==> src/sv/cholesky_whitened_chi_square_unit_assert.svh <==
// Assertion macros used by the top-level RTL file.
// Every assertion samples on the rising edge of clk and is ignored while rst_n is low.
`ifndef CHOLESKY_WHITENED_CHI_SQUARE_UNIT_ASSERT_SVH
`define CHOLESKY_WHITENED_CHI_SQUARE_UNIT_ASSERT_SVH
`ifndef ASSERT_OFF
`define CWCS_ASSERT_NEVER(lbl, cond, msg) \
  lbl: assert property (@(posedge clk) disable iff (!rst_n) !(cond)) else $error(msg);
`define CWCS_ASSERT_IMPLY(lbl, ante, cons, msg) \
  lbl: assert property (@(posedge clk) disable iff (!rst_n) (ante) |-> (cons)) else $error(msg);
`else
`define CWCS_ASSERT_NEVER(lbl, cond, msg)
`define CWCS_ASSERT_IMPLY(lbl, ante, cons, msg)
`endif
`endif

==> src/sv/cwcs_fifo.sv <==
module cwcs_fifo #(
  parameter int W     = 8,
  parameter int DEPTH = 4
) (
  input  logic         clk,
  input  logic         rst_n,
  input  logic         wr_en,
  input  logic [W-1:0] wr_data,
  input  logic         rd_en,
  output logic [W-1:0] rd_data,
  output logic         full,
  output logic         empty
);

  localparam int AW = (DEPTH > 1) ? $clog2(DEPTH) : 1;
  localparam int CW = $clog2(DEPTH + 1);

  logic [W-1:0]  mem_r [DEPTH];
  logic [AW-1:0] wr_ptr_r, wr_ptr_nxt;
  logic [AW-1:0] rd_ptr_r, rd_ptr_nxt;
  logic [CW-1:0] count_r, count_nxt;
  logic          do_wr, do_rd;

  assign do_wr   = wr_en && !full;
  assign do_rd   = rd_en && !empty;
  assign full    = (count_r == CW'(DEPTH));
  assign empty   = (count_r == '0);
  assign rd_data = mem_r[rd_ptr_r];

  always_comb begin
    wr_ptr_nxt = wr_ptr_r;
    rd_ptr_nxt = rd_ptr_r;
    if (do_wr) begin
      wr_ptr_nxt = (wr_ptr_r == AW'(DEPTH - 1)) ? '0 : wr_ptr_r + AW'(1);
    end
    if (do_rd) begin
      rd_ptr_nxt = (rd_ptr_r == AW'(DEPTH - 1)) ? '0 : rd_ptr_r + AW'(1);
    end
    count_nxt = count_r + CW'(do_wr) - CW'(do_rd);
  end

  always_ff @(posedge clk) begin
    if (!rst_n) begin
      wr_ptr_r <= '0;
      rd_ptr_r <= '0;
      count_r  <= '0;
    end else begin
      wr_ptr_r <= wr_ptr_nxt;
      rd_ptr_r <= rd_ptr_nxt;
      count_r  <= count_nxt;
    end
  end

  always_ff @(posedge clk) begin
    if (do_wr) begin
      mem_r[wr_ptr_r] <= wr_data;
    end
  end

endmodule

==> config.mk <==
export PLATFORM = sky130hd
export DESIGN_NAME = cwcs_fifo
export DESIGN_NICKNAME = d
export VERILOG_FILES = /design/src/sv/cholesky_whitened_chi_square_unit_assert.svh /design/src/sv/cwcs_fifo.sv
export SDC_FILE = /design/constraint.sdc
export NUM_CORES = 1
export LEC_CHECK = 0
export ABC_CLOCK_PERIOD_IN_PS = 2500
export BUFFER_PORTS_ARGS = -buffer_cell sky130_fd_sc_hd__buf_4
export CAP_MARGIN = 25
export CORE_ASPECT_RATIO = 2
export CORE_MARGIN = 1
export CORE_UTILIZATION = 44
export CTS_CLUSTER_DIAMETER = 60
export DETAILED_ROUTE_END_ITERATION = 12
export PLACE_DENSITY = 0.6
export SLEW_MARGIN = 15
export SYNTH_ARGS = -nofsm -noshare
export SYNTH_HDL_FRONTEND = slang
export SYNTH_SLANG_ARGS = --single-unit
==> constraint.sdc <==
create_clock -name clk -period 2.5 [get_ports clk]
set_clock_uncertainty 0.1 [all_clocks]
set_input_delay 0.125 -clock clk [delete_from_list [all_inputs] [get_ports clk]]
set_output_delay 0.125 -clock clk [all_outputs]
set_load 0.01 [all_outputs]
Yosys cells after proc, flatten, opt, wreduce, memory -nomap -nowiden

Memories as Yosys holds them, arrays and structs flattened. A register that Yosys moved wholly into a read port is not among the register bits.
Index checks and enable logic that the tools add are counted.

$add $sub $neg: 4
Equal/unequal tests: 3
Muxes and demuxes: 6
Reduce and logical (&&, ||, !) cells: 5

Operators with widths:

| operator                                                       | number |
|---|---|
| 2-bit two-way mux                                              | 4 |
| 2-bit by 1-bit adder with 2-bit output (second input constant) | 2 |
| 2-bit == test (second input constant)                          | 2 |
| 3-bit by 1-bit adder with 3-bit output                         | 1 |
| 3-bit == test (second input constant)                          | 1 |
| 3-bit zero test                                                | 1 |
| 3-bit by 1-bit subtractor with 3-bit output                    | 1 |
| 1-bit logical AND                                              | 2 |
| 1-bit zero test                                                | 2 |
| 1-bit two-way mux                                              | 2 |

Bits in registers: 7
Memory bits (writable): 32
Input port bits: 12
Output and inout port bits: 10
Memories: 1

Memories:

| memory | words | width | rd ports | clocked after memory_dff | write ports | RTL line        | source |
|---|---|---|---|---|---|---|---|
| mem_r  | 4     | 8     | 1        | 1                        | 1           | cwcs_fifo.sv:18 | `logic [W-1:0] mem_r [DEPTH];` |

Depth between registers and ports, before layout

Word-level depth: 5
Mapped depth: 11
Depth with buffers taken out: 10

Worst setup path before layout

Ideal clock, no wire load.

Path kind: reg2reg
From: register count_r[1]
To: register count_r[2]
Library setup time: 115 ps
Arrival time: 1,988 ps
Required time: 2,285 ps
Setup slack: 298 ps
Cell stages (with the launch flop): 10
Path buffers: 0
Path through: dfxtp_1 > o31ai_2 > inv_1 > ha_1 > inv_1 > ha_1 > fa_1 > xnor2_1 > xnor2_1 > and2_1

Word-level cells in the longest chain between the ends: 5
Elaborated cells between the ends (all ways): 8

Ends and longest elaborated chain:

| element                                       | RTL line        | source |
|---|---|---|
| start, declared                               | cwcs_fifo.sv:21 | `logic [CW-1:0] count_r, count_nxt;` |
| start signal, assigned                        | cwcs_fifo.sv:50 | `count_r <= count_nxt;` |
| 3-bit == test                                 | cwcs_fifo.sv:26 | `assign full = (count_r == CW'(DEPTH));` |
| 1-bit zero test                               | cwcs_fifo.sv:24 | `assign do_wr = wr_en && !full;` |
| 1-bit logical AND                             | cwcs_fifo.sv:24 |  |
| 3-bit by 1-bit adder with 3-bit output        | cwcs_fifo.sv:39 | `count_nxt = count_r + CW'(do_wr) - CW'(do_rd);` |
| 3-bit by 1-bit subtractor with 3-bit output * | cwcs_fifo.sv:39 |  |

Every way passes the cells marked *; elsewhere a longest branch is shown, timed or not.
A chain may end at the register's enable or synchronous reset.

Worst setup path in the final report

Ends and elaborated chain as after synthesis.

==> qor.txt <==
Hold wc startpoint -> rst_n
Top-area cell type share of the netlist area -> 0.579
Simple-gate portion of the synthesized area -> 0.0724
Critical Path RT -> 2.58 ns
Post-route antenna net violation count -> 0
Max Cap Violations -> 0
Number of vias per cell -> 4.78
XOR/XNOR Fraction of Synth Area -> 0.0106
Internal power -> 1420 uW
Largest family of logic cells by synthesized area -> multiplexers
FF-to-FF End -> count_r[2]
Final Hold Viols -> 0
Final worst path period need -> 2.32 ns
Global-route wire length before repair -> 3750 um
Yosys reg bits -> 41
Slew Limit Headroom -> 0.633
Worst setup SP type -> flop
Reg2reg setup slack -> 0.18 ns
Area share of fa/ha/maj cells after synthesis -> 0.0649
GRT Util Overall -> 0.142
Sequential share of power -> 0.481
RD Place Congestion -> 0.692
Cell count after synthesis -> 95
Buffer levels on the longest clock path -> 2
Unrepaired setup endpoints after global routing -> no
Switching power total -> 502 uW
Setup TNS -> 0 ns
Pre-Repair DR Iteration Count -> 4
Die area -> 4040 sq um
Starting Density -> 0.460
Fmax -> 431 MHz
Drt drc -> 0
Power Total -> 1920 uW
Cts repair resizes -> 0
I/O pins -> 22
Via Count -> 851
Initial antenna violation count -> 0
Worst IR Drop VDD -> 0.671 mV
IO buf count -> 21
Clock network power share -> 0.265
Top cell type by total area after synthesis -> edfxtp_1
Worst Hold Path EP -> count_r[2]
# H-tree levels -> 2
Util after Layout -> 0.568
Gr ovfl total -> 0
Logic pwr share -> 0.254
Worst Setup End Kind -> flop
Final nets -> 148
Compound-gate portion of the synthesized area -> 0.0136
Area taken by multi-input logic gates -> 468 sq um
Crit Path Class -> reg2reg
Yosys cell types -> 21
Largest cells by area after synthesis -> edfxtp_1, dfxtp_1, mux4_2
CORE AREA -> 3610 sq um
Hold path cells -> 2
Area growth syn-to-layout -> 23.5%
Initial DRC count -> 18
Status -> finished clean
Clock-pin slew on the worst setup and hold paths -> 0.07 ns
Vias in the first global route -> 839
Hold Path Class -> in2reg
Worst-margin pin slew -> 0.549 ns
Leak -> 0.000761 uW
Final worst path period share -> 0.927
Clock Latency Late Sink -> 0.28 ns
Reg2reg start -> count_r[1]
Nets in the synthesized netlist -> 115
Register Area -> 1140 sq um
Worst reg2reg path depth -> 9
Diode count -> 0
WP data arrival -> 2.40 ns
DP Wirelength -> 1780 um
Cts bufs inserted -> 5
CP max FO -> 5
Mux contribution to synthesized area -> 0.121
Sequential area share after synthesis -> 0.688
Clk sinks -> 41
DRT Wirelength -> 2530 um
Sw Ratio -> 0.261
Post-Syn Area per Cell -> 17.5 sq um
Fillers -> 304
Die Span Y -> 88.8 um
CTS tree -> built
Die extent in x -> 45.4 um
Layout cell share with drive strength beyond 1 -> 0.333
Max Transition Viols Final -> 0
Clk root buf -> clkbuf_8
Synth Cell Area -> 1660 sq um
Routed wire per std cell -> 14.2 um
Final setup fails -> 0
Largest net degree at the start of global routing -> 14
Row Count -> 31
PD cells -> 937 nW/um^2
Synth warnings -> 0
[repair_timing]
action	4_1_cts	5_1_grt
buffers inserted	0	0
hold endpoints to repair	32	0
hold buffers	8	0
[routing by layer]
layer / vias to the layer above / GRT usage / part of all wire
met1: 416 / 0.140 / 0.37
li1: 410 / - / -
met3: 6 / 0.0429 / 0.029
met5: - / 0 / 0
met4: 0 / 0.0826 / 0.024
met2: 19 / 0.248 / 0.57
[placed cells by master, fill, tap and decap left out, types with 3 or more instances in the layout]
master and count:
and2_1 4, edfxtp_1 32, buf_4 22, dfxtp_1 9, mux4_2 8, dlygate4sd3_1 8, nand2_1 6, ha_1 7
clkbuf_8 5, and2_2 3, inv_1 7
[cell type report]
| cell class | count | area share |
|---|---|---|
| Sequential cell | 41 | 0.557 |
| Multi-Input combinational cell | 43 | 0.228 |
| Timing Repair Buffer | 30 | 0.120 |
| Clock buffer | 6 | 0.0354 |
| Tap cell | 49 | 0.0299 |
| Clock inverter | 2 | 0.0171 |
| Inverter | 7 | 0.0128 |
[per-stage QoR]
stage / instances / worst slack [ns] / area [sq um] / hold slack, ns
after floorplan: 95 / 0.298 / 1660 / 0.124
after detailed placement: 162 / 0.189 / 1860 / 0.229
after global placement: 162 / 0.242 / 1860 / 0.224
after CTS: 178 / 0.170 / 2050 / 0.0354
after global routing: 178 / 0.0310 / 2050 / 0.0492
final: 178 / 0.182 / 2050 / 0.0408
[power groups by stage]
| stage | combinational, uW | sequential (uW) | clock, uW |
|---|---|---|---|
| after floorplan | 349 | 892 | 0 |
| after global placement | 475 | 939 | 0 |
| after detailed placement | 483 | 945 | 0 |
| after CTS | 498 | 929 | 517 |
| after global routing | 539 | 941 | 543 |
| final | 489 | 924 | 508 |
[synth_stat cells]
cell / number
and2_1: 4
and2_2: 3
buf_2: 1
buf_6: 1
clkbuf_1: 2
dfxtp_1: 9
edfxtp_1: 32
fa_1: 1
ha_1: 7
inv_1: 7
mux2i_1: 2
mux4_2: 8
nand2_1: 6
nand3_1: 2
nor2_1: 2
nor2b_2: 1
nor3_1: 1
nor3b_4: 1
o21ai_0: 2
o31ai_2: 1
xnor2_1: 2
[logic make-up (layout without fill, tap and decap cells)]
| group | Yosys count | after routing |
|---|---|---|
| buffers and inverters | 11 | 45 |
| muxes | 10 | 10 |
| xor gates and xnor gates | 2 | 2 |
| DFF | 41 | 41 |
| and+or+nand+nor | 20 | 20 |
| adders and majority gates | 8 | 8 |
| AOI/OAI and AO/OA | 3 | 3 |
[how the worst max path moves through the flow]
stage | from | end | slack [ns]
floorplan | count_r[1] | count_r[2] | 0.30
global placement | count_r[1] | count_r[2] | 0.24
detailed placement | count_r[1] | count_r[2] | 0.19
CTS | count_r[1] | count_r[2] | 0.17
global route | count_r[1] | count_r[2] | 0.03
finish | count_r[1] | count_r[2] | 0.18
[worst max-delay path, stage by stage (launching register included)]
cell and delay (ns):
dfxtp_1 0.36, o31ai_2 0.38, inv_1 0.08, ha_1 0.28, inv_1 0.04, ha_1 0.18, fa_1 0.37, xnor2_1 0.14
xnor2_1 0.12, and2_1 0.14
[state kept, by name, indices dropped and copies added, names as in the netlist, named ones only]
signal,cells
wr_ptr_r,2
count_r,3
mem_r,32
rd_ptr_r,2
No activity file was read; power rests on OpenSTA's default activity.
