**src/sv/cholesky_whitened_chi_square_unit_assert.svh**
```systemverilog
// Assertion macros used by the top-level RTL file.
// Every assertion samples on the rising edge of clk and is ignored while rst_n is low.
`ifndef CHOLESKY_WHITENED_CHI_SQUARE_UNIT_ASSERT_SVH
`define CHOLESKY_WHITENED_CHI_SQUARE_UNIT_ASSERT_SVH
`ifndef ASSERT_OFF
`define CWCS_ASSERT_NEVER(lbl, cond, msg) \
  lbl: assert property (@(posedge clk) disable iff (!rst_n) !(cond)) else $error(msg);
`define CWCS_ASSERT_IMPLY(lbl, ante, cons, msg) \
  lbl: assert property (@(posedge clk) disable iff (!rst_n) (ante) |-> (cons)) else $error(msg);
`else
`define CWCS_ASSERT_NEVER(lbl, cond, msg)
`define CWCS_ASSERT_IMPLY(lbl, ante, cons, msg)
`endif
`endif

```
**src/sv/cwcs_pkg.sv**
```systemverilog
package cwcs_pkg;

  localparam int MAX_RESIDUALS_DEF = 64;
  localparam int FRAC_BITS_DEF     = 16;

  localparam int CNT_W = 7;
  localparam int ROW_W = 6;
  localparam int VAL_W = 32;
  localparam int WR_W  = 48;
  localparam int CHI_W = 64;

  localparam logic [CNT_W-1:0] RC_RESET = 7'd64;

  // Register select is paddr bit 2 (registers on 4-byte spacing).
  localparam logic REG_RESIDUAL_COUNT = 1'b0;

  localparam int CQ_DEPTH = 4;
  localparam int OQ_DEPTH = 4;

  localparam logic [WR_W-1:0] W48_MAX = {1'b0, {(WR_W-1){1'b1}}};
  localparam logic [WR_W-1:0] W48_MIN = {1'b1, {(WR_W-1){1'b0}}};

  typedef enum logic {
    KIND_RESIDUAL = 1'b0,
    KIND_ENTRY    = 1'b1
  } cwcs_kind_t;

  // One matrix entry on its way from front to back.
  typedef struct packed {
    logic [VAL_W-1:0] entry;
    logic [VAL_W-1:0] resid;
    logic [ROW_W-1:0] row;
    logic             row_end;
    logic             row_last;
  } cwcs_cmd_t;

  typedef struct packed {
    logic [ROW_W-1:0] row_index;
    logic [WR_W-1:0]  whitened_residual;
    logic [CHI_W-1:0] chi_square;
    logic             last;
  } cwcs_res_t;

endpackage

```
**src/sv/cwcs_ram.sv**
```systemverilog
module cwcs_ram #(
  parameter int W     = 32,
  parameter int DEPTH = 64
) (
  input  logic                                   clk,
  input  logic                                   we,
  input  logic [((DEPTH > 1) ? $clog2(DEPTH) : 1)-1:0] waddr,
  input  logic [W-1:0]                           wdata,
  input  logic                                   re,
  input  logic [((DEPTH > 1) ? $clog2(DEPTH) : 1)-1:0] raddr,
  output logic [W-1:0]                           rdata
);

  logic [W-1:0] mem [DEPTH];

  always_ff @(posedge clk) begin
    if (we) begin
      mem[waddr] <= wdata;
    end
    if (re) begin
      rdata <= mem[raddr];
    end
  end

endmodule

```
**src/sv/cwcs_front.sv**
```systemverilog
module cwcs_front #(
  parameter int MAX_RESIDUALS = cwcs_pkg::MAX_RESIDUALS_DEF
) (
  input  logic                              clk,
  input  logic                              rst_n,
  input  logic [cwcs_pkg::CNT_W-1:0]        residual_count,
  input  logic                              push,
  output logic                              full,
  input  logic                              in_kind,
  input  logic signed [cwcs_pkg::VAL_W-1:0] in_value,
  input  logic                              cmd_pop,
  output logic                              cmd_push,
  output cwcs_pkg::cwcs_cmd_t               cmd_data
);
  import cwcs_pkg::*;

  localparam int RW  = (MAX_RESIDUALS > 1) ? $clog2(MAX_RESIDUALS) : 1;
  localparam int LCW = $clog2(MAX_RESIDUALS + 1);
  localparam int CW  = (LCW > CNT_W) ? LCW : CNT_W;
  localparam int QCW = $clog2(CQ_DEPTH + 1);

  logic [LCW-1:0]   load_cnt_r, load_cnt_nxt;
  logic [RW-1:0]    row_r, row_nxt;
  logic [RW-1:0]    col_r, col_nxt;
  logic [QCW-1:0]   cq_used_r, cq_used_nxt;
  logic             s1_valid_r;
  logic [VAL_W-1:0] s1_entry_r;
  logic [ROW_W-1:0] s1_row_r;
  logic             s1_end_r;
  logic             s1_last_r;

  logic [CW-1:0]    rc_w;
  logic [LCW-1:0]   n_eff;
  logic [LCW-1:0]   row_p1;
  logic             accept, is_entry, loaded, res_wr, mat_go, row_end, row_last;
  logic [VAL_W-1:0] resid_q;

  // effective dimension: count clamped to [2, MAX_RESIDUALS]
  always_comb begin
    rc_w = CW'(residual_count);
    if (rc_w < CW'(2)) begin
      n_eff = LCW'(2);
    end else if (rc_w > CW'(MAX_RESIDUALS)) begin
      n_eff = LCW'(MAX_RESIDUALS);
    end else begin
      n_eff = LCW'(rc_w);
    end
  end

  assign full     = (cq_used_r == QCW'(CQ_DEPTH));
  assign accept   = push && !full;
  assign is_entry = (cwcs_kind_t'(in_kind) == KIND_ENTRY);
  assign loaded   = (load_cnt_r >= n_eff);
  assign res_wr   = accept && !is_entry && !loaded;
  assign mat_go   = accept && is_entry && loaded;
  assign row_end  = !(col_r < row_r);
  assign row_p1   = LCW'(row_r) + LCW'(1);
  assign row_last = (row_p1 >= n_eff);

  cwcs_ram #(
    .W     (VAL_W),
    .DEPTH (MAX_RESIDUALS)
  ) u_store (
    .clk   (clk),
    .we    (res_wr),
    .waddr (load_cnt_r[RW-1:0]),
    .wdata (in_value),
    .re    (mat_go),
    .raddr (col_r),
    .rdata (resid_q)
  );

  always_comb begin
    load_cnt_nxt = load_cnt_r;
    row_nxt      = row_r;
    col_nxt      = col_r;
    if (res_wr) begin
      load_cnt_nxt = load_cnt_r + LCW'(1);
    end
    if (mat_go) begin
      if (row_end) begin
        col_nxt = '0;
        if (row_last) begin
          load_cnt_nxt = '0;
          row_nxt      = '0;
        end else begin
          row_nxt = row_r + RW'(1);
        end
      end else begin
        col_nxt = col_r + RW'(1);
      end
    end
    // slots held by the s1 stage and the command queue
    cq_used_nxt = cq_used_r + QCW'(mat_go) - QCW'(cmd_pop);
  end

  always_ff @(posedge clk) begin
    if (!rst_n) begin
      load_cnt_r <= '0;
      row_r      <= '0;
      col_r      <= '0;
      cq_used_r  <= '0;
      s1_valid_r <= 1'b0;
    end else begin
      load_cnt_r <= load_cnt_nxt;
      row_r      <= row_nxt;
      col_r      <= col_nxt;
      cq_used_r  <= cq_used_nxt;
      s1_valid_r <= mat_go;
    end
  end

  always_ff @(posedge clk) begin
    if (mat_go) begin
      s1_entry_r <= in_value;
      s1_row_r   <= ROW_W'(row_r);
      s1_end_r   <= row_end;
      // final-row flag rides only on the diagonal entry
      s1_last_r  <= row_end && row_last;
    end
  end

  assign cmd_push          = s1_valid_r;
  assign cmd_data.entry    = s1_entry_r;
  assign cmd_data.resid    = resid_q;
  assign cmd_data.row      = s1_row_r;
  assign cmd_data.row_end  = s1_end_r;
  assign cmd_data.row_last = s1_last_r;

endmodule

```
**config.mk**
```make
export PLATFORM = sky130hd
export DESIGN_NAME = cwcs_front
export DESIGN_NICKNAME = d
export VERILOG_FILES = /design/src/sv/cholesky_whitened_chi_square_unit_assert.svh /design/src/sv/cwcs_pkg.sv /design/src/sv/cwcs_ram.sv /design/src/sv/cwcs_front.sv
export SDC_FILE = /design/constraint.sdc
export NUM_CORES = 2
export LEC_CHECK = 0
export BUFFER_PORTS_ARGS = -buffer_cell sky130_fd_sc_hd__buf_2
export CORE_UTILIZATION = 65
export CTS_BUF_LIST = sky130_fd_sc_hd__clkbuf_8
export DETAILED_ROUTE_END_ITERATION = 8
export MAX_ROUTING_LAYER = met4
export PLACE_DENSITY = 0.82
export SLEW_MARGIN = 30
export SYNTH_ARGS = -nofsm -noshare
export SYNTH_HDL_FRONTEND = slang
export SYNTH_SLANG_ARGS = --single-unit
```
**constraint.sdc**
```tcl
create_clock -name clk -period 20.4 [get_ports clk]
set_clock_uncertainty 0.15 [all_clocks]
set_input_delay 0 -clock clk [delete_from_list [all_inputs] [get_ports clk]]
set_output_delay 0 -clock clk [all_outputs]
set_load 0.1 [all_outputs]
```
Yosys cells after proc, flatten, opt, wreduce, memory -nomap -nowiden. Memory sizes are Yosys's and may differ from the RTL's. A register that Yosys moved wholly into a read port is not among the register bits. Cells that the tools add are included.

Register bits: 63. Latch bits: 0. Bits in writable memories: 2048. Bits in read-only memories: 0. Input bits: 44. Output and inout port bits: 74. Logic and storage cells: 44. Memories: 1.

Add/sub/neg operators: 6. Multiply operators: 0. Divide/modulo/power cells: 0. Order comparisons: 5. Eq/ne operators: 1. Shift operators: 0. Multiplexer cells: 10. Bitwise logic cells: 1. Reduce and logical (&&, ||, !) cells: 11.

Memories: u_store.mem (words 64, bits a word 32, read ports 1, clocked after memory_dff 1, wr ports 1, RTL line cwcs_ram.sv:14) `logic [W-1:0] mem [DEPTH];`.

Operators with widths (count): 7-bit 2-to-1 mux (6); 7-bit >= comparator (2); 6-bit by 1-bit adder with 6-bit output (second input constant) (2); 6-bit 2-to-1 mux (2); 6-bit by 1-bit adder with 7-bit output (second input constant) (1); 7-bit by 1-bit adder with 7-bit output (second input constant) (1); 7-bit greater-than comparator (second input constant) (1); 7-bit by 2-bit less-than comparator with 1-bit output (second input constant) (1); 1-bit logical AND (6); 6-bit less-than comparator (1); 1-bit zero test (4); 3-bit by 1-bit adder with 3-bit output (1); 3-bit equality test (second input constant) (1); 3-bit by 1-bit subtractor with 3-bit output (1); 1-bit 2-to-1 mux (2); 2-bit AND reduction (1); 1-bit NOT (1).

Depth between registers and ports, before layout.
Depth after elaboration: 10. Depth in mapped cells: 15. Depth with buffers taken out: 15.

Modules after synthesis. Synthesis repeated with hierarchy kept, for this count alone.

Cells, all modules: 3554. Area, all modules: 81713.4 um^2.

By module, submodules not included: cwcs_ram (times used 1, cells each 3324, area an instance 78835.6 um^2, seq. area each 62459.9 um^2); cwcs_front (times used 1, cells each 230, area an instance 2877.8 um^2, seq. area each 1661.6 um^2).

Worst setup path after synthesis. Ideal clock, no wire load.

Path type: input to register. Start point: in residual_count[3] (netlist bit). End point: reg cq_used_r[2]. Library setup time: 115 ps. Arrival: 6307 ps. Required time: 20135 ps. Setup slack: 13828 ps. Cell stages on the path: 15. Buffers on the path: 0. Cells stage by stage: or4_1 -> nor2_1 -> nor3b_1 -> ha_1 -> nand2b_1 -> a31oi_1 -> o21a_1 -> nor2_1 -> inv_1 -> ha_1 -> inv_1 -> ha_1 -> fa_1 -> xnor2_1 -> and2_1.

Word-level cells in the longest chain between the ends: 7. Elaborated cells on any way between the ends: 8. Classes of those cells: 2 x add/sub; 3 x order compare; 2 x mux; 1 x reduce/logical.

RTL lines: start, declared (RTL line cwcs_front.sv:6) `input logic [cwcs_pkg::CNT_W-1:0] residual_count,`; 7-bit greater-than comparator (RTL line cwcs_front.sv:43) `end else if (rc_w > CW'(MAX_RESIDUALS)) begin`; 7-bit 2-to-1 mux (RTL line cwcs_front.sv:43); 7-bit 2-to-1 mux * (RTL line cwcs_front.sv:41) `if (rc_w < CW'(2)) begin`; 7-bit >= comparator * (RTL line cwcs_front.sv:53) `assign loaded = (load_cnt_r >= n_eff);`; 1-bit logical AND * (RTL line cwcs_front.sv:55) `assign mat_go = accept && is_entry && loaded;`; via mat_go (RTL line cwcs_front.sv:35) `logic accept, is_entry, loaded, res_wr, mat_go, row_end, row_last;`; 3-bit by 1-bit adder with 3-bit output * (RTL line cwcs_front.sv:94) `cq_used_nxt = cq_used_r + QCW'(mat_go) - QCW'(cmd_pop);`; 3-bit by 1-bit subtractor with 3-bit output * (RTL line cwcs_front.sv:94); end signal, assigned (RTL line cwcs_front.sv:108) `cq_used_r <= cq_used_nxt;`; end, declared (RTL line cwcs_front.sv:25) `logic [QCW-1:0] cq_used_r, cq_used_nxt;`.

Mark *: on every way through the listed nets, which the timed path passes. The rest lies on a longest branch. A chain may end at the register's enable or synchronous reset.

==> flow_metrics.env <==
export IMPL_yosysWarnings=0
export IMPL_critPathTopFamily="buffers and inverters"
export IMPL_tightest_slew_ps=1130
export IMPL_grt_pass1_wl_mm=297
export IMPL_post_cts_resized=0
export IMPL_worst_path_max_delay_cell="buf_4"
export IMPL_synth_top_family_by_area="multiplexers"
export IMPL_gp_congestion=0.874
export IMPL_synthAdderAreaFrac_pct=0.392
export IMPL_clk_pin_slew_ps=60
export IMPL_cts_buffers=336
export IMPL_slew_violations=0
export IMPL_setup_viol_count_final=0
export IMPL_num_rows=129
export IMPL_status="finished, final reports clean"
export IMPL_cap_viol_max_count=0
export IMPL_syn_cell_area_mm2=0.0817
export IMPL_slew_headroom_pct=24.9
export IMPL_dpl_hpwl_mm=111
export IMPL_synthMuxAreaShare_pct=16.7
export IMPL_htree_levels=5
export IMPL_dr_pass1_iters=7
export IMPL_vias=41453
export IMPL_antenna_found_initial=16
export IMPL_worstPathArrival_ps=6700
export IMPL_crit_required_ps=21010
export IMPL_yosys_area_top_type="edfxtp_1"
export IMPL_crit_type="flip-flop to flip-flop"
export IMPL_postSynthAreaPerCell_um2=23.5
export IMPL_cts_setup_buffers=0
export IMPL_power_density_mw_per_mm2=90.5
export IMPL_grt_met2_usage_pct=51.8
export IMPL_ys_types=46
export IMPL_synth_seq_cells=2143
export IMPL_cp_cell_sequence="buf_12 -> buf_4 -> buf_4 -> buf_12 -> buf_4 -> buf_4 -> mux4_2 -> mux4_2 -> nand2_1 -> nand2_1 -> a32o_1"
export IMPL_crit_path_end_kind="flip-flop"
export IMPL_synth_compound_area_share_pct=1.77
export IMPL_fp_dieH_um=356
export IMPL_die_w_um=356
export IMPL_ant_nets=0
export IMPL_layout_drive_gt1_share_pct=31.7
export IMPL_grt_pass1_vias=41712
export IMPL_synthFlopType="edfxtp_1"
export IMPL_fin_setup_tns_ps=0
export IMPL_rsz0062_at_grt="false"
export IMPL_multi_input_comb_area_mm2=0.0171
export IMPL_synth_top_area_share_pct=78.0
export IMPL_top_usage_layer="met2"
export IMPL_cts_sinks=2143
export IMPL_final_area_mm2=0.0916
export IMPL_fmax_mhz=164
export IMPL_syn_to_final_growth_pct=12.2
export IMPL_die_area_mm2=0.127
export IMPL_synth_xor_area_share_pct=0.172
export IMPL_use_met1_pct=45.3
export IMPL_finalCritPeriodShare_pct=29.8
export IMPL_p_leak_nw=28.5
export IMPL_wire_per_inst_um=36.5
export IMPL_critPathLaunchType="flip-flop"
export IMPL_grtUsageTotal_pct=35.3
export IMPL_wl_mm=213
export IMPL_placed_area_mm2=0.0850
export IMPL_grt_use_met3_pct=11.0
export IMPL_postLayoutCoreUtil_pct=73.8
export IMPL_cts_hold_buf=65
export IMPL_num_io_pins=118
export IMPL_num_nets_final=4025
export IMPL_initial_core_util_pct=65.8
export IMPL_clockRootBuffer="clkbuf_8"
export IMPL_first_iter_violations=6855
export IMPL_synth_nets=3544
export IMPL_critPathBufInv=6
export IMPL_core_area_mm2=0.124
export IMPL_hold_class="input pin to flip-flop"
export IMPL_async_flop_share_pct=0
export IMPL_cts_buffer_depth=4
export IMPL_seq_area_frac_synth_pct=78.5
export IMPL_min_period_ps=6080
export IMPL_route_detailed_drc=0
export IMPL_timing_hold_violations_final=0
export IMPL_final_fill_count=6164
export IMPL_register_area_mm2=0.0641
export IMPL_clock_latency_ps=1050
export IMPL_syn_inst=3475
export IMPL_cts_tree="done"
export IMPL_viasPerCell=7.10
export IMPL_io_buffer_count=117
export IMPL_vdd_drop_max_uv=71.4
export IMPL_yosys_area_share_simple_pct=1.32
export IMPL_yosys_top_cells_area="edfxtp_1 (78%), mux4_2 (16%), a22oi_1 (0.60%), dfxtp_1 (0.56%), mux2i_1 (0.48%)"
export IMPL_crit_fanout=45
export IMPL_grt_overflow_total=0
export IMPL_crit_path_max_incr_delay_ps=760
export IMPL_crit_top_cell="buf_4"
export IMPL_synth_edf_count=2120
export IMPL_grt_start_max_net_pins=153
## routing by layer
| layer | routed length (um) | part of all wire, % |
|---|---|---|
| met1 | 70200 | 33 |
| met2 | 101000 | 47 |
| met3 | 31000 | 15 |
| met4 | 11100 | 5.2 |
| met5 | 0 | 0 |
## sequential cells by signal, summed over array words and instances, names as in the netlist
name and flops:
u_store.mem 2048, s1_entry_r 32, u_store.rdata 32, load_cnt_r 7
col_r 6, row_r 6, s1_row_r 6, cq_used_r 3
cmd_push 1, s1_end_r 1, s1_last_r 1
## worst register-to-register path, stage by stage, from the launching register on
cell	delay [ps]
dfxtp_4	700
buf_12	310
buf_4	770
buf_4	520
buf_12	310
buf_4	680
buf_4	780
mux4_2	660
mux4_2	490
nand2_1	130
nand2_1	120
a32o_1	230
## power by group
group | internal, W | switching, W
Sequential | 0.00485 | 0.00000663
Clock | 0.00163 | 0.00161
Combinational | 0.0000410 | 0.000149
## through the flow
step | hold slack (ps) | setup WS, ps | std cells | total power, W
floorplan | -51.1 | 13830 | 3475 | 0.00501
global placement | 200 | 14020 | 5186 | 0.00511
detailed placement | 203 | 14080 | 5188 | 0.00512
CTS | 9.51 | 13970 | 5817 | 0.00830
global route | 5.48 | 13780 | 5833 | 0.00850
finish | 67.7 | 14320 | 5836 | 0.00829
## kinds of logic (layout without fill, tap and decap cells)
family	after synthesis	in the layout
multiplexers	641	641
AND/OR/NAND/NOR	249	249
XOR/XNOR	16	16
flip-flops	2143	2143
buffers and inverters	186	893
AO/OA/AOI/OAI	215	215
adder cells (fa/ha/maj)	25	25
other	0	17
## path summary, 6_finish.rpt
kind                                            start                            end  slack (ps)  cells past startpoint
worst min-delay path                     in_value[13]  u_store.mem[36][13]$_DFFE_PP_          70                      3
worst min register to register  row_r[3]$_SDFFE_PN0P_          s1_row_r[3]$_DFFE_PN_         360                      0
worst max-delay path            col_r[0]$_SDFFE_PN0N_    u_store.rdata[31]$_DFFE_PN_       14320                     11
worst max register to register  col_r[0]$_SDFFE_PN0N_    u_store.rdata[31]$_DFFE_PN_       14320                     11
## cell usage in the layout, fill, tap and decap left out, types with 18 or more instances in the layout
cell              n
clkbuf_8        341
a22oi_1          65
edfxtp_1       2120
mux4_2          576
ha_1             24
mux2_2           26
nand2_1          96
nand3_1          19
o211ai_1         20
buf_4           128
dfxtp_1          18
nor2_1           20
mux2i_1          39
buf_2           113
o21ai_0          42
clkinv_2         36
a21oi_1          29
nor2_4           66
dlygate4sd3_1    61
inv_1           111
clkinv_1         74
## synth_stat cells, drive strengths merged, types with 8 or more instances
cell type  count
nor2          87
edfxtp      2120
xor2           8
o211ai        20
mux4         576
a22oi         65
xnor2          8
a21oi         29
inv           15
nand3         20
o21ai         53
ha            24
mux2i         39
buf           93
a221oi        12
mux2          26
nand2         96
clkbuf        78
dfxtp         23
## final cells by class
cell class              instances  share of cell area (%)
well taps                    1637                    2.24
multi-input cells            1146                    18.7
repair buffers                314                    2.60
clock inverters               223                    1.21
inverters                      15                  0.0669
flip-flops and latches       2143                    70.0
clock buffers                 341                    5.12
diodes                         17                  0.0464
Note: power is estimated with default switching activity, not from simulation.
